`src/rtl/core/fapkt_pkg.sv`:
```
package fapkt_pkg;

   localparam int MAX_SAMPLES = 4096;

   localparam int SUM_W   = 20;
   localparam int COUNT_W = 13;
   localparam int STEP_W  = 12;
   localparam int CHAN_W  = 8;
   localparam int BRIGHT_W = 9;
   localparam int LED_W   = 8;

   localparam logic [SUM_W-1:0] SUM_MAX = '1;
   // the count stops at MAX_SAMPLES or at the largest value its register holds
   localparam int COUNT_LIMIT_INT = (MAX_SAMPLES < 8191) ? MAX_SAMPLES : 8191;
   localparam logic [COUNT_W-1:0] COUNT_LIMIT = COUNT_W'(COUNT_LIMIT_INT);

   localparam logic [CHAN_W-1:0] CHAN_MAX    = 8'hff;
   localparam logic [7:0]        PACKET_TYPE = 8'h30;
   localparam logic [7:0]        PACKET_STOP = 8'h03;

   localparam logic [STEP_W-1:0]   STEP_X_RESET     = 12'd96;
   localparam logic [STEP_W-1:0]   STEP_Y_RESET     = 12'd54;
   localparam logic [BRIGHT_W-1:0] BRIGHTNESS_RESET = 9'd256;
   localparam logic [LED_W-1:0]    FIRST_LED_RESET  = 8'd0;
   localparam logic [LED_W-1:0]    FINAL_LED_RESET  = 8'd81;

   // finished frame handed from the sampler to the divider
   typedef struct packed {
      logic [SUM_W-1:0]   sum_red;
      logic [SUM_W-1:0]   sum_green;
      logic [SUM_W-1:0]   sum_blue;
      logic [COUNT_W-1:0] count;
   } fapkt_frame_type;

   typedef struct packed {
      logic push;
      logic pop;
   } fapkt_queue_ctl_type;

   typedef struct packed {
      logic full;
      logic empty;
   } fapkt_queue_sts_type;

endpackage

```
`src/rtl/core/fapkt_front.sv`:
```
module fapkt_front import fapkt_pkg::*; (
   input  logic                  clock,
   input  logic                  reset,
   input  logic [STEP_W-1:0]     step_x,
   input  logic [STEP_W-1:0]     step_y,
   input  logic                  pixel_accept,
   input  logic [23:0]           pixel_rgb,
   input  logic                  end_of_line,
   input  logic                  end_of_frame,
   output logic                  frame_push,
   output fapkt_frame_type       frame_job
);

   logic [SUM_W-1:0]   sum_red_ff, sum_green_ff, sum_blue_ff;
   logic [SUM_W-1:0]   sum_red_in, sum_green_in, sum_blue_in;
   logic [COUNT_W-1:0] count_ff, count_in;
   logic [STEP_W-1:0]  col_ff, col_in, row_ff, row_in;
   logic               take_sample;
   logic [SUM_W-1:0]   add_red, add_green, add_blue;
   logic [SUM_W-1:0]   acc_red, acc_green, acc_blue;
   logic [COUNT_W-1:0] acc_count;
   logic [STEP_W-1:0]  col_adv, row_adv;

   function automatic logic [SUM_W-1:0] add_sat(input logic [SUM_W-1:0] sum,
                                                input logic [CHAN_W-1:0] chan);
      logic [SUM_W:0] t;
      t = {1'b0, sum} + {{(SUM_W+1-CHAN_W){1'b0}}, chan};
      return t[SUM_W] ? SUM_MAX : t[SUM_W-1:0];
   endfunction

   // step of zero behaves as one; a phase beyond a smaller new step wraps
   function automatic logic [STEP_W-1:0] advance(input logic [STEP_W-1:0] phase,
                                                 input logic [STEP_W-1:0] step);
      logic [STEP_W-1:0] s;
      logic [STEP_W:0]   n;
      s = (step == '0) ? STEP_W'(1) : step;
      n = {1'b0, phase} + (STEP_W+1)'(1);
      return (n >= {1'b0, s}) ? '0 : n[STEP_W-1:0];
   endfunction

   always_comb begin
      take_sample = (col_ff == '0) && (row_ff == '0) && (count_ff < COUNT_LIMIT);
      add_red   = add_sat(sum_red_ff,   pixel_rgb[23:16]);
      add_green = add_sat(sum_green_ff, pixel_rgb[15:8]);
      add_blue  = add_sat(sum_blue_ff,  pixel_rgb[7:0]);
      acc_red   = take_sample ? add_red   : sum_red_ff;
      acc_green = take_sample ? add_green : sum_green_ff;
      acc_blue  = take_sample ? add_blue  : sum_blue_ff;
      acc_count = take_sample ? count_ff + COUNT_W'(1) : count_ff;
      col_adv   = advance(col_ff, step_x);
      row_adv   = advance(row_ff, step_y);

      sum_red_in   = sum_red_ff;
      sum_green_in = sum_green_ff;
      sum_blue_in  = sum_blue_ff;
      count_in     = count_ff;
      col_in       = col_ff;
      row_in       = row_ff;
      if (pixel_accept) begin
         if (end_of_frame) begin
            sum_red_in   = '0;
            sum_green_in = '0;
            sum_blue_in  = '0;
            count_in     = '0;
            col_in       = '0;
            row_in       = '0;
         end else begin
            sum_red_in   = acc_red;
            sum_green_in = acc_green;
            sum_blue_in  = acc_blue;
            count_in     = acc_count;
            if (end_of_line) begin
               col_in = '0;
               row_in = row_adv;
            end else begin
               col_in = col_adv;
            end
         end
      end

      frame_push          = pixel_accept && end_of_frame && (acc_count != '0);
      frame_job.sum_red   = acc_red;
      frame_job.sum_green = acc_green;
      frame_job.sum_blue  = acc_blue;
      frame_job.count     = acc_count;
   end

   always_ff @(posedge clock) begin
      if (reset) begin
         sum_red_ff   <= '0;
         sum_green_ff <= '0;
         sum_blue_ff  <= '0;
         count_ff     <= '0;
         col_ff       <= '0;
         row_ff       <= '0;
      end else begin
         sum_red_ff   <= sum_red_in;
         sum_green_ff <= sum_green_in;
         sum_blue_ff  <= sum_blue_in;
         count_ff     <= count_in;
         col_ff       <= col_in;
         row_ff       <= row_in;
      end
   end

endmodule

```
`src/rtl/core/fapkt_queue.sv`:
```
module fapkt_queue import fapkt_pkg::*; (
   input  logic                 clock,
   input  logic                 reset,
   input  fapkt_queue_ctl_type  ctl,
   input  fapkt_frame_type      wr_job,
   output fapkt_frame_type      rd_job,
   output fapkt_queue_sts_type  sts
);

   fapkt_frame_type entry_ff [2];
   logic            wr_ptr_ff, wr_ptr_in, rd_ptr_ff, rd_ptr_in;
   logic [1:0]      fill_ff, fill_in;
   logic            do_push, do_pop;

   always_comb begin
      sts.full  = (fill_ff == 2'd2);
      sts.empty = (fill_ff == 2'd0);
      do_push   = ctl.push && !sts.full;
      do_pop    = ctl.pop && !sts.empty;
      wr_ptr_in = do_push ? !wr_ptr_ff : wr_ptr_ff;
      rd_ptr_in = do_pop ? !rd_ptr_ff : rd_ptr_ff;
      fill_in   = fill_ff + {1'b0, do_push} - {1'b0, do_pop};
      rd_job    = entry_ff[rd_ptr_ff];
   end

   always_ff @(posedge clock) begin
      if (do_push) begin
         entry_ff[wr_ptr_ff] <= wr_job;
      end
   end

   always_ff @(posedge clock) begin
      if (reset) begin
         wr_ptr_ff <= 1'b0;
         rd_ptr_ff <= 1'b0;
         fill_ff   <= 2'd0;
      end else begin
         wr_ptr_ff <= wr_ptr_in;
         rd_ptr_ff <= rd_ptr_in;
         fill_ff   <= fill_in;
      end
   end

endmodule

```
`src/rtl/core/fapkt_back.sv`:
```
module fapkt_back import fapkt_pkg::*; (
   input  logic                 clock,
   input  logic                 reset,
   input  logic [BRIGHT_W-1:0]  brightness_q8,
   input  logic [LED_W-1:0]     first_led,
   input  logic [LED_W-1:0]     final_led,
   input  fapkt_frame_type      job,
   input  logic                 job_ready,
   output logic                 job_take,
   output logic                 byte_valid,
   input  logic                 byte_ready,
   output logic [7:0]           byte_data,
   output logic                 byte_last
);

   typedef enum logic [1:0] {IDLE, DIVIDE, SCALE, SEND} state_type;
   typedef enum logic [2:0] {
      BYTE_TYPE, BYTE_FIRST, BYTE_FINAL, BYTE_RED, BYTE_GREEN, BYTE_BLUE, BYTE_STOP
   } byte_sel_type;

   localparam logic [4:0] LAST_STEP = 5'(SUM_W - 1);

   state_type          state_ff, state_in;
   byte_sel_type       sel_ff, sel_in;
   logic [4:0]         step_ff, step_in;
   logic [COUNT_W-1:0] divisor_ff, divisor_in;
   // one restoring-division lane per channel: red, green, blue
   logic [COUNT_W-1:0] rem_ff [3];
   logic [COUNT_W-1:0] rem_in [3];
   logic [SUM_W-1:0]   quo_ff [3];
   logic [SUM_W-1:0]   quo_in [3];
   logic [CHAN_W-1:0]  last_ff [3];
   logic [CHAN_W-1:0]  last_in [3];
   logic [CHAN_W-1:0]  scaled [3];
   logic               valid_ff, valid_in, last_byte_ff, last_byte_in;
   logic [7:0]         data_ff, data_in;
   logic [COUNT_W:0]   trial;
   logic [CHAN_W-1:0]  avg;
   logic [CHAN_W+BRIGHT_W-1:0] prod;
   logic               out_free, same_color;
   logic [7:0]         next_byte;

   always_comb begin
      for (int l = 0; l < 3; l++) begin
         trial  = {rem_ff[l], quo_ff[l][SUM_W-1]};
         if (trial >= {1'b0, divisor_ff}) begin
            rem_in[l] = COUNT_W'(trial - {1'b0, divisor_ff});
            quo_in[l] = {quo_ff[l][SUM_W-2:0], 1'b1};
         end else begin
            rem_in[l] = trial[COUNT_W-1:0];
            quo_in[l] = {quo_ff[l][SUM_W-2:0], 1'b0};
         end
         avg       = (quo_ff[l][SUM_W-1:CHAN_W] != '0) ? CHAN_MAX : quo_ff[l][CHAN_W-1:0];
         prod      = {{BRIGHT_W{1'b0}}, avg} * {{CHAN_W{1'b0}}, brightness_q8};
         scaled[l] = prod[CHAN_W+BRIGHT_W-1] ? CHAN_MAX : prod[CHAN_W+BRIGHT_W-2:CHAN_W];
      end
      same_color = (scaled[0] == last_ff[0]) && (scaled[1] == last_ff[1]) &&
                   (scaled[2] == last_ff[2]);

      case (sel_ff)
         BYTE_TYPE:  next_byte = PACKET_TYPE;
         BYTE_FIRST: next_byte = first_led;
         BYTE_FINAL: next_byte = final_led;
         BYTE_RED:   next_byte = last_ff[0];
         BYTE_GREEN: next_byte = last_ff[1];
         BYTE_BLUE:  next_byte = last_ff[2];
         default:    next_byte = PACKET_STOP;
      endcase

      out_free     = !valid_ff || byte_ready;
      state_in     = state_ff;
      sel_in       = sel_ff;
      step_in      = step_ff;
      divisor_in   = divisor_ff;
      last_in      = last_ff;
      valid_in     = byte_ready ? 1'b0 : valid_ff;
      data_in      = data_ff;
      last_byte_in = last_byte_ff;
      job_take     = 1'b0;

      case (state_ff)
         IDLE: begin
            if (job_ready) begin
               job_take   = 1'b1;
               divisor_in = job.count;
               step_in    = '0;
               state_in   = DIVIDE;
            end
         end
         DIVIDE: begin
            step_in = step_ff + 5'd1;
            if (step_ff == LAST_STEP) begin
               state_in = SCALE;
            end
         end
         SCALE: begin
            if (same_color) begin
               state_in = IDLE;
            end else begin
               last_in  = scaled;
               sel_in   = BYTE_TYPE;
               state_in = SEND;
            end
         end
         SEND: begin
            if (out_free) begin
               valid_in     = 1'b1;
               data_in      = next_byte;
               last_byte_in = (sel_ff == BYTE_STOP);
               if (sel_ff == BYTE_STOP) begin
                  state_in = IDLE;
               end else begin
                  sel_in = byte_sel_type'(sel_ff + 3'd1);
               end
            end
         end
         default: state_in = IDLE;
      endcase
   end

   always_ff @(posedge clock) begin
      if (job_take) begin
         rem_ff[0] <= '0;
         rem_ff[1] <= '0;
         rem_ff[2] <= '0;
         quo_ff[0] <= job.sum_red;
         quo_ff[1] <= job.sum_green;
         quo_ff[2] <= job.sum_blue;
      end else if (state_ff == DIVIDE) begin
         rem_ff <= rem_in;
         quo_ff <= quo_in;
      end
      divisor_ff <= divisor_in;
      step_ff    <= step_in;
   end

   always_ff @(posedge clock) begin
      if (reset) begin
         state_ff     <= IDLE;
         sel_ff       <= BYTE_TYPE;
         valid_ff     <= 1'b0;
         data_ff      <= '0;
         last_byte_ff <= 1'b0;
         last_ff[0]   <= '0;
         last_ff[1]   <= '0;
         last_ff[2]   <= '0;
      end else begin
         state_ff     <= state_in;
         sel_ff       <= sel_in;
         valid_ff     <= valid_in;
         data_ff      <= data_in;
         last_byte_ff <= last_byte_in;
         last_ff      <= last_in;
      end
   end

   assign byte_valid = valid_ff;
   assign byte_data  = data_ff;
   assign byte_last  = last_byte_ff;

endmodule

```
`src/rtl/core/frame_average_color_packet.sv`:
```
// Averages sampled pixels of each frame and sends a 7-byte LED packet
// (0x30, first LED, last LED, R, G, B, 0x03) whenever the averaged,
// brightness-scaled color differs from the last one sent. Pixels are taken
// one per clock while the two-entry frame queue has room; any pixel, also
// one inside a frame, is held off while that queue is full. The frame-end pixel
// pushes the sums. Each queued frame is loaded, divided bit-serially (three
// channel lanes share one step counter), then scaled and compared; if the
// color changed, 7 byte transactions follow on the result port, one per
// cycle when rsp_tready stays high. Configuration writes are taken at any
// time with csr_ready tied high; indexes 5 to 7 are ignored.
module frame_average_color_packet import fapkt_pkg::*; (
   input  logic        clock,
   input  logic        reset,
   input  logic        req_tvalid,
   output logic        req_tready,
   input  logic [23:0] req_tdata,   // pixel_rgb[23:0]
   input  logic        req_tuser,   // end_of_line
   input  logic        req_tlast,   // end_of_frame
   output logic        rsp_tvalid,
   input  logic        rsp_tready,
   output logic [7:0]  rsp_tdata,   // packet_byte[7:0]
   output logic        rsp_tlast,   // packet_end
   input  logic        csr_valid,
   output logic        csr_ready,
   input  logic [2:0]  csr_index,
   input  logic [11:0] csr_data
);

   localparam logic [2:0] CSR_STEP_X     = 3'd0;
   localparam logic [2:0] CSR_STEP_Y     = 3'd1;
   localparam logic [2:0] CSR_BRIGHTNESS = 3'd2;
   localparam logic [2:0] CSR_FIRST_LED  = 3'd3;
   localparam logic [2:0] CSR_FINAL_LED  = 3'd4;

   logic [STEP_W-1:0]   step_x_ff, step_y_ff;
   logic [BRIGHT_W-1:0] brightness_ff;
   logic [LED_W-1:0]    first_led_ff, final_led_ff;
   logic                pixel_accept, csr_write;
   logic                frame_push, job_take;
   fapkt_frame_type     push_job, head_job;
   fapkt_queue_ctl_type q_ctl;
   fapkt_queue_sts_type q_sts;

   assign csr_ready    = 1'b1;
   assign csr_write    = csr_valid && csr_ready;
   assign req_tready   = !q_sts.full;
   assign pixel_accept = req_tvalid && req_tready;

   always_ff @(posedge clock) begin
      if (reset) begin
         step_x_ff     <= STEP_X_RESET;
         step_y_ff     <= STEP_Y_RESET;
         brightness_ff <= BRIGHTNESS_RESET;
         first_led_ff  <= FIRST_LED_RESET;
         final_led_ff  <= FINAL_LED_RESET;
      end else if (csr_write) begin
         case (csr_index)
            CSR_STEP_X:     step_x_ff     <= csr_data;
            CSR_STEP_Y:     step_y_ff     <= csr_data;
            CSR_BRIGHTNESS: brightness_ff <= csr_data[BRIGHT_W-1:0];
            CSR_FIRST_LED:  first_led_ff  <= csr_data[LED_W-1:0];
            CSR_FINAL_LED:  final_led_ff  <= csr_data[LED_W-1:0];
            default: ;
         endcase
      end
   end

   fapkt_front u_front (
      .clock        (clock),
      .reset        (reset),
      .step_x       (step_x_ff),
      .step_y       (step_y_ff),
      .pixel_accept (pixel_accept),
      .pixel_rgb    (req_tdata),
      .end_of_line  (req_tuser),
      .end_of_frame (req_tlast),
      .frame_push   (frame_push),
      .frame_job    (push_job)
   );

   assign q_ctl.push = frame_push;
   assign q_ctl.pop  = job_take;

   fapkt_queue u_queue (
      .clock  (clock),
      .reset  (reset),
      .ctl    (q_ctl),
      .wr_job (push_job),
      .rd_job (head_job),
      .sts    (q_sts)
   );

   fapkt_back u_back (
      .clock         (clock),
      .reset         (reset),
      .brightness_q8 (brightness_ff),
      .first_led     (first_led_ff),
      .final_led     (final_led_ff),
      .job           (head_job),
      .job_ready     (!q_sts.empty),
      .job_take      (job_take),
      .byte_valid    (rsp_tvalid),
      .byte_ready    (rsp_tready),
      .byte_data     (rsp_tdata),
      .byte_last     (rsp_tlast)
   );

endmodule
```
`config.mk`:
```
export PLATFORM = sky130hd
export DESIGN_NAME = frame_average_color_packet
export DESIGN_NICKNAME = d
export VERILOG_FILES = /design/src/rtl/core/fapkt_pkg.sv /design/src/rtl/core/fapkt_front.sv /design/src/rtl/core/fapkt_queue.sv /design/src/rtl/core/fapkt_back.sv /design/src/rtl/core/frame_average_color_packet.sv
export SDC_FILE = /design/constraint.sdc
export NUM_CORES = 1
export LEC_CHECK = 0
export ABC_CLOCK_PERIOD_IN_PS = 11400
export BUFFER_PORTS_ARGS = -buffer_cell sky130_fd_sc_hd__buf_2
export CORE_MARGIN = 8
export CORE_UTILIZATION = 60
export DETAILED_ROUTE_END_ITERATION = 16
export PLACE_DENSITY = 0.77
export SYNTH_ARGS = -nofsm -noshare
export SYNTH_HDL_FRONTEND = slang
export SYNTH_SLANG_ARGS = --single-unit
```
`constraint.sdc`:
```
create_clock -name clock -period 11.4 [get_ports clock]
set_clock_uncertainty 0.1 [all_clocks]
set_input_delay 2.85 -clock clock [delete_from_list [all_inputs] [get_ports clock]]
set_output_delay 2.85 -clock clock [all_outputs]
set_load 0.1 [all_outputs]
```
==> results of run 1 <==
-- cell usage in the layout, fill, tap and decap left out, types with 16 or more instances in the layout --
cell	count
dfxtp_1	228
nand3_1	77
a211oi_1	16
xnor2_1	80
a31oi_1	23
and3_1	39
mux2i_1	108
nand2_1	332
nor2b_1	204
o21bai_1	21
fa_1	129
o21ai_0	210
a21oi_1	166
ha_1	202
mux2_2	25
a21o_1	66
clkbuf_16	50
o211ai_1	17
nor2_1	184
edfxtp_1	224
nor3_1	42
nand2b_1	29
buf_4	32
a22oi_1	46
nand4_1	27
xor2_1	48
inv_1	230
buf_2	55
nor4_1	17
-- per-stage QoR --
stage	power [W]	util (%)	worst slack [ns]	std cells
2_1_floorplan	0.00407	-	3.97	3185
3_3_place_gp	0.00453	62.0	3.24	3788
3_5_place_dp	0.00463	62.0	3.01	3788
4_1_cts	0.00623	65.2	2.96	3878
5_1_grt	0.00659	65.2	2.31	3878
6_report	0.00623	65.2	2.87	3879
-- flip-flops by register name, summed over array words and instances (netlist names), 13 cells and up, named ones only --
signal                count
u_front.sum_green_ff     20
u_back.divisor_ff        13
u_queue.entry_ff        146
u_front.sum_blue_ff      20
u_back.rem_ff            39
u_back.quo_ff            60
u_front.sum_red_ff       20
u_back.last_ff           24
u_front.count_ff         13
-- layout make-up --
| cell class | instances | area, µm² |
|---|---|---|
| Fill cell | 3984 | 17300 |
| Tap cell | 672 | 841 |
| Antenna cell | 1 | 2.50 |
| Inverter | 231 | 867 |
| Sequential cell | 453 | 11300 |
| Multi-Input combinational cell | 2344 | 17400 |
| Timing Repair Buffer | 88 | 527 |
| Clock buffer | 65 | 1330 |
| Clock inverter | 25 | 263 |
-- worst paths after layout --
path / from / slack [ns] / endpoint
max: u_back.quo_ff[11]$_DFFE_PP_ / 2.87 / u_back.last_ff[7]$_SDFFE_PP0P_
min: step_y_ff[8]$_SDFFE_PP0P_ / 0.37 / step_y_ff[8]$_SDFFE_PP0P_
max reg2reg: u_back.quo_ff[11]$_DFFE_PP_ / 2.87 / u_back.last_ff[7]$_SDFFE_PP0P_
min reg2reg: step_y_ff[8]$_SDFFE_PP0P_ / 0.37 / step_y_ff[8]$_SDFFE_PP0P_
-- logic make-up (layout without fill, tap and decap cells) --
kind of cell | Yosys count | count (layout)
AND/OR/NAND/NOR | 1042 | 1042
AO/OA/AOI/OAI | 705 | 705
flip-flops | 453 | 453
buffers and inverters | 388 | 409
adder cells (fa/ha/maj) | 331 | 331
multiplexers | 137 | 137
XOR/XNOR | 128 | 128
other | 1 | 2
-- power breakdown --
group	switching, W	internal (W)	total, W
sequential	0.000256	0.00215	0.00240
combinational	0.00137	0.000874	0.00225
clock	0.000648	0.000931	0.00158
-- critical path: cells and delay by family (launching register included) --
kind / cells / cell delay (ns)
xor+xnor: 1 / 0.47
flops: 1 / 0.40
mux: 1 / 0.38
simple gates: 7 / 2.60
buf+inv: 5 / 0.59
compound gates: 6 / 1.43
fa+ha+maj: 5 / 2.43
-- metal layers --
layer / up-vias / track usage [%] / routed length, µm
met2: 766 / 40.8 / 33600
met3: 132 / 3.23 / 4280
met4: 0 / 8.36 / 2110
met5: - / 0 / 0
li1: 11200 / - / -
met1: 11400 / 32.8 / 31300
==> run metrics, run 1 <==
max-cap viol count=0; largest family of logic cells by synthesized area=simple AND/OR/NAND/NOR gates; synthesized cell area=30100 µm²; adder-cell share of the synthesized area=17.0%; synth unique cells=82; Slew Limit Headroom=10.8%; Root Buffer=clkbuf_16; routability cong.=~0.9; post-route ant nets=0; # resized after CTS=0; initial antenna violation count=0; fmax=117 MHz; clock tree buffer depth=3; DRC Markers=0; Syn. warnings=0; syn_nets=3562; status=completed; DIE AREA=approximately 58000 µm²; clock sink total=453; critical path required time=11.77 ns; CP Capture Type=register; async set-reset flop share out of synthesis=0%; DP Area=between 30000 and 40000 µm²; drt initial violations=2057; Slew Viols, Final=0; unrepaired setup endpoints after global routing=false; area fraction in compound gates after synthesis=14.9%; Post-Syn Area per Cell=9.46 µm²; post-synthesis xor/xnor area fraction=between 3 and 4%; first-pass GRT wire length=between 100000 and 150000 µm; Core Area=49900 µm²; CTS tree=built; Total GRT Usage=24.5%; Clock Latency Late Sink=0.59 ns; Synth area leader=edfxtp_1; synth top area cells=edfxtp_1 22%, dfxtp_1 15%, fa_1 8.6%; final instance area=32500 µm²; Starting Density=between 60% and 70%; wire length per cell=roughly 18 µm; Final #Nets=between 3000 and 4000; via count=between 20000 and 25000; VDD IR-drop max=about 170 µV; Synth Area in Simple Gates=17.2%; vias in the first global route=roughly 23000; mux cell area share after synthesis=4.72%; die width=240 µm; layout cells sized above 1=around 7.2%; DRT Pass-1 Iters=6; CP max stage delay=0.59 ns; Worst path slowest cell=nand3_1; Critical Path Start Type=register; count leader, synth=nand2_1; Crit Path Class=register to register; CTS Hold Bufs=0; Area Overhead vs Synth=7.88%; H-tree depth=2; Sum Neg Setup Slack=0 ns; synth cell count leaders=333 x nand2_1, 231 x inv_1, 229 x dfxtp_1; IO Port Bufs=56; clk slew on worst S/H paths=0.06 ns; CP arrival=8.90 ns; largest net degree at the start of global routing=134; Final Critical Period=8.53 ns; synthesized instance count=3185; Die Y-Extent=240 µm; Worst Tran Pin Value=approximately 1.3 ns; I/O Pins=58; Post-Route WL=71300 µm; final setup fails=0; top fanout value on the critical path=27; CTS Buf Count=48; post-synthesis sequential area ratio=between 30% and 40%; post-synth top area share=between 20% and 30%; Post-CTS Setup Bufs=0; P per Cell Area=192 nW/µm²; row count=82; Synth Flop Type=dfxtp_1; static leakage=roughly 14 nW; post-DP HPWL=51200 µm; worst-case reg-to-reg path depth=25; grt ovf=0; fin crit share=74.9%; Seq cells post-synth=~450; hold slack final=0.374 ns; number of synthesized flops with an enable pin=224; hold path cells=2; Via density=6.04; Hold Vio Cnt, Final=0; min-delay worst type=register to register
No activity file was read; power rests on OpenSTA's default activity.
==> run 2: changes to the inputs <==
--- a/config.mk
+++ b/config.mk
@@ -5,7 +5,7 @@
 export SDC_FILE = /design/constraint.sdc
 export NUM_CORES = 1
 export LEC_CHECK = 0
-export ABC_CLOCK_PERIOD_IN_PS = 11400
+export ABC_CLOCK_PERIOD_IN_PS = 8460
 export BUFFER_PORTS_ARGS = -buffer_cell sky130_fd_sc_hd__buf_2
 export CORE_MARGIN = 8
 export CORE_UTILIZATION = 60
==> constraint.sdc (replaced) <==
create_clock -name clock -period 8.46 [get_ports clock]
set_clock_uncertainty 0.1 [all_clocks]
set_input_delay 2.115 -clock clock [delete_from_list [all_inputs] [get_ports clock]]
set_output_delay 2.115 -clock clock [all_outputs]
set_load 0.1 [all_outputs]
==> run 2 against run 1 <==
  * Global-route usage down 0.22 points
  * Largest cell class unchanged
  * First-iteration DRC count is 2.4% higher
  * Sequential share of layout area about the same
  * Wire length shrank 0.24%
  * Final cell count about the same
  * Combinational power increased by 34%
  * Critical path depth shrank 2
  * Worst setup slack worse by 2.4 ns
  * Non-clock buffer count up 6
  * Worst hold slack worse by 0.012 ns
  * Clock-buffer cell count rose by 5
==> run metrics, run 2 (synthesis results as in run 1) <==
DRT Pass-1 Iters=6; CTS Hold Bufs=0; clock sink total=approximately 450; static leakage=between 10 and 15 nW; Die Y-Extent=240 µm; CTS tree=built; max-cap viol count=0; Area Overhead vs Synth=8.00%; Biggest register=u_queue.entry_ff; final instance area=32600 µm²; setup slack, reg-to-reg=0.51 ns; P_int=0.00532 W; DIE AREA=57700 µm²; Critical Path Start Type=register; Starting Density=about three fifths; H-tree depth=2; initial antenna violation count=2; fin crit share=94.0%; row count=82; unrepaired setup endpoints after global routing=false; IO Port Bufs=56; clock tree buffer depth=3; most frequent cells in the layout=332 x nand2_1, 230 x inv_1, 228 x dfxtp_1, 224 x edfxtp_1, 210 x o21ai_0; routability cong.=0.904; Final Critical Period=7.95 ns; largest net degree at the start of global routing=around 120; CP arrival=8.31 ns; DP Area=31000 µm²; grt ovf=0; CP Capture Type=register; min-delay worst type=register to register; Worst Tran Pin Value=1.32 ns; Via density=between 6 and 7; Clk network pwr share=25.2%; die width=240 µm; Sum Neg Setup Slack=0 ns; CTS Buf Count=48; Post-Route WL=~70000 µm; Slew Viols, Final=0; first-pass GRT wire length=~120000 µm; I/O Pins=58; fillcell total=3924; drt initial violations=2106; via count=23300; clk slew on worst S/H paths=0.06 ns; Final #Nets=3549; Reg power frac=38.7%; biggest regs=u_queue.entry_ff: 146 flops, u_back.quo_ff: 60 flops, u_back.rem_ff: 39 flops; final core occ=65.3%; vias in the first global route=22800; Slew Limit Headroom=10.9%; layout cells sized above 1=7.54%; VDD IR-drop max=195 µV; final setup fails=0; DRC Markers=0; Total GRT Usage=between 20% and 30%; hold slack final=0.361 ns; top fanout value on the critical path=20; fmax=~130 MHz; Psw=0.00305 W; Crit Path Class=register to register; Core Area=49900 µm²; wire length per cell=18.3 µm; sw frac=a little over a third; Hold Vio Cnt, Final=0; critical path required time=8.83 ns; status=completed; post-route ant nets=0; Root Buffer=clkbuf_16; most common cell after layout, fill and taps aside=nand2_1; Gate power share=36.1%; post-DP HPWL=between 50000 and 60000 µm; max reg flops=146; P per Cell Area=~260 nW/µm²; Clock Latency Late Sink=0.58 ns
run 2: area by class of cell:
class	instances	area [µm²]	area share [%]
diodes	1	2.50	0.00769
well taps	672	841	2.58
clock buffers	70	1370	4.19
repair buffers	94	572	1.76
multi-input cells	2344	17400	53.4
flip-flops and latches	453	11300	34.8
inverters	231	867	2.66
clock inverters	17	204	0.627
run 2: path summary, 6_finish.rpt:
path | from | to | depth (start not counted)
setup / recovery | u_back.quo_ff[59]$_DFFE_PP_ | u_back.last_ff[7]$_SDFFE_PP0P_ | 23
hold / removal | step_x_ff[0]$_SDFFE_PP0P_ | step_x_ff[0]$_SDFFE_PP0P_ | 2
setup reg to reg | u_back.quo_ff[59]$_DFFE_PP_ | u_back.last_ff[7]$_SDFFE_PP0P_ | 23
hold reg to reg | step_x_ff[0]$_SDFFE_PP0P_ | step_x_ff[0]$_SDFFE_PP0P_ | 2
run 2: routing by layer:
| layer | track usage (%) | vias up | routed length (µm) |
|---|---|---|---|
| met3 | 3.93 | 149 | 4660 |
| met5 | 0 | - | 13 |
| li1 | - | 11200 | - |
| met2 | 40.1 | 738 | 33100 |
| met4 | 7.98 | 2 | 2210 |
| met1 | 32.4 | 11300 | 31100 |
run 2: repair_timing:
action | CTS | global route
buffers inserted | 0 | 0
endpoints found under the setup margin | 0 | 10
resized for setup | 0 | 2
run 2: metrics by stage:
| step | total power (W) | std cells | setup slack (ns) |
|---|---|---|---|
| 2_1_floorplan | 0.00549 | 3185 | 1.40 |
| 3_3_place_gp | 0.00612 | 3794 | 0.817 |
| 3_5_place_dp | 0.00626 | 3794 | 0.457 |
| 4_1_cts | 0.00838 | 3881 | 0.436 |
| 5_1_grt | 0.00887 | 3882 | 0.0699 |
| 6_report | 0.00837 | 3882 | 0.511 |
run 2: worst max-delay path, cell delays in order, from the launching register on:
cell and delay, ns:
edfxtp_1 0.37, or4_1 0.57, or3_1 0.62, nor2_1 0.51, nor2b_1 0.15, fa_1 0.45
fa_1 0.51, inv_1 0.06, fa_1 0.53, inv_1 0.05, fa_1 0.43, ha_1 0.30
and3_1 0.20, a221o_1 0.40, a32oi_4 0.27, o21ai_2 0.13, xor2_1 0.15, buf_4 0.19
o311a_1 0.38, a21oi_1 0.14, and4bb_1 0.22, a31o_1 0.45, buf_4 0.31, mux2_2 0.35
run 2: power by group through the flow:
stage	logic (W)	clock network (W)	registers [W]
2_1_floorplan	0.00232	0	0.00317
5_1_grt	0.00335	0.00223	0.00329
4_1_cts	0.00301	0.00214	0.00323
6_report	0.00302	0.00211	0.00324
3_5_place_dp	0.00299	0	0.00328
3_3_place_gp	0.00287	0	0.00325
==> run 3: changes to the inputs <==
--- a/config.mk
+++ b/config.mk
@@ -10,7 +10,7 @@
 export CORE_MARGIN = 8
 export CORE_UTILIZATION = 60
 export DETAILED_ROUTE_END_ITERATION = 16
-export PLACE_DENSITY = 0.77
+export PLACE_DENSITY = 0.8
 export SYNTH_ARGS = -nofsm -noshare
 export SYNTH_HDL_FRONTEND = slang
 export SYNTH_SLANG_ARGS = --single-unit
==> run 3 against run 2 <==
  * Fmax increased by 1.7%
  * Non-clock buffer count shrank 4
  * Highest routed layer is now met4
  * Flip-flop and latch count unchanged
  * Global-route usage grew 0.092 points
  * First-iteration DRC count increased by 1.1%
  * Sequential share of layout area barely moved
  * Power is 0.79% higher
  * Register-to-register slack gained 0.13 ns
  * Sequential power barely moved
  * Core utilization barely moved
  * Final cell count is 0.13% lower
  * Largest cell class unchanged
==> run metrics, run 3 (synthesis results as in run 1) <==
status=completed; unrepaired setup endpoints after global routing=false; Clk network pwr share=approximately 26%; Gate power share=around 36%; die width=240 µm; DRT Pass-1 Iters=9; row count=82; Hold Vio Cnt, Final=0; via count=23500; CP arrival=~8.2 ns; Worst Tran Pin Value=around 1.2 ns; clock sink total=453; critical path required time=8.84 ns; Root Buffer=clkbuf_16; # resized after CTS=0; Die Y-Extent=240 µm; clock tree buffer depth=3; H-tree depth=2; VDD IR-drop max=roughly 220 µV; Via density=between 6 and 7; Psw=around 0.0031 W; IO Port Bufs=56; Reg power frac=38.3%; Post-Route WL=71100 µm; min-delay src=first_led_ff[3]$_SDFFE_PP0P_; DRC Markers=0; Critical Path Start Type=register; Crit Path Class=register to register; Starting Density=60.4%; static leakage=roughly 14 nW; post-route ant nets=0; biggest regs=u_queue.entry_ff: 146 flops, u_back.quo_ff: 60 flops, u_back.rem_ff: 39 flops; Core Area=49900 µm²; Post-CTS Setup Bufs=0; most frequent cells in the layout=332 x nand2_1, 230 x inv_1, 228 x dfxtp_1, 224 x edfxtp_1, 210 x o21ai_0; min-delay worst type=register to register; r2r startpoint=u_back.quo_ff[34]$_DFFE_PP_; Sum Neg Setup Slack=0 ns; layout cells sized above 1=7.52%; first-pass GRT wire length=116000 µm; CTS Hold Bufs=0; max reg flops=146; fin crit share=92.4%; I/O Pins=58; clk slew on worst S/H paths=approximately 0.060 ns; worst slack at placement=0.589 ns; DIE AREA=between 50000 and 60000 µm²; Slew Limit Headroom=18.7%; wire length per cell=18.3 µm; P_int=0.00536 W; final setup margin=0.643 ns; CTS tree=built; drt initial violations=2129; ANT cells=0; P per Cell Area=approximately 260 nW/µm²; Total GRT Usage=24.4%; dpl cells=3790; largest net degree at the start of global routing=between 100 and 150; fmax=128 MHz; max-cap viol count=0; initial antenna violation count=0; Worst Setup SP=u_back.quo_ff[34]$_DFFE_PP_; final core occ=approximately 65%; Final Critical Period=just under 8 ns; post-DP HPWL=just over 50000 µm; Area Overhead vs Synth=8.06%; routability cong.=0.916; final setup fails=0; Clock Latency Late Sink=0.59 ns; vias in the first global route=23200; CP Capture Type=register; Final #Nets=3545; most common cell after layout, fill and taps aside=nand2_1; top fanout value on the critical path=22; sw frac=a little over a third; Slew Viols, Final=0; hold slack final=0.360 ns; grt ovf=0; Biggest register=u_queue.entry_ff; Cell Count, Final, Fillers Out=3877; CTS Buf Count=48
[run 3: cell count changes in the layout (fill, tap and decap cells not counted), moves of 2 or more]
cell | previous run | this run
clkinv_1 | 0 | 2
buf_4 | 38 | 34
clkbuf_1 | 15 | 11
nor2_1 | 184 | 182
clkbuf_8 | 6 | 4
nor2_2 | 1 | 3
inv_8 | 0 | 2
bufinv_16 | 4 | 6
clkinvlp_4 | 6 | 4
[run 3: critical path: stages, from the launching register on]
cell      delay (ns)
edfxtp_1        0.38
nor4_1          0.48
nand3_2         0.42
nor2_1          0.48
nor2b_1         0.13
fa_1            0.52
fa_1            0.51
fa_1            0.54
inv_1           0.05
fa_1            0.52
inv_1           0.04
ha_1            0.41
a21o_1          0.23
a31oi_1         0.25
nor3_1          0.08
nor3_1          0.20
nand3_1         0.43
or4_1           0.64
and3_1          0.16
and4bb_1        0.27
a31o_1          0.19
buf_4           0.28
mux2_2          0.37
[run 3: power by group through the flow]
stage / Sequential (W) / Clock, W / Combinational (W)
2_1_floorplan: 0.00317 / 0 / 0.00232
3_3_place_gp: 0.00323 / 0 / 0.00285
3_5_place_dp: 0.00326 / 0 / 0.00298
4_1_cts: 0.00322 / 0.00220 / 0.00301
5_1_grt: 0.00328 / 0.00228 / 0.00336
6_report: 0.00323 / 0.00217 / 0.00304
[run 3: area by class of cell]
cell class,count,area (µm²)
Clock buffer,64,1320
Clock inverter,23,300
Fill cell,3891,17300
Inverter,231,867
Multi-Input combinational cell,2344,17400
Sequential cell,453,11300
Tap cell,672,841
Timing Repair Buffer,90,542
[run 3: path summary, 6_finish.rpt]
| path | slack (ns) | cells past startpoint | endpoint |
|---|---|---|---|
| hold / removal | 0.36 | 2 | first_led_ff[3]$_SDFFE_PP0P_ |
| setup reg to reg | 0.64 | 22 | u_back.last_ff[14]$_SDFFE_PP0P_ |
| setup / recovery | 0.64 | 22 | u_back.last_ff[14]$_SDFFE_PP0P_ |
| hold reg to reg | 0.36 | 2 | first_led_ff[3]$_SDFFE_PP0P_ |
[run 3: metal layers]
| layer | global-route usage (%) | vias to the layer above | part of all wire, % |
|---|---|---|---|
| li1 | - | 11100 | - |
| met1 | 32.2 | 11400 | 43 |
| met2 | 40.3 | 827 | 47 |
| met3 | 3.83 | 139 | 6.6 |
| met4 | 8.86 | 0 | 3.2 |
| met5 | 0 | - | 0 |
[run 3: through the flow]
| stage | total power (W) | instance area, µm² |
|---|---|---|
| floorplan | 0.00549 | 30100 |
| global placement | 0.00608 | 30900 |
| detailed placement | 0.00624 | 30900 |
| CTS | 0.00843 | 32600 |
| global route | 0.00892 | 32600 |
| finish | 0.00844 | 32600 |
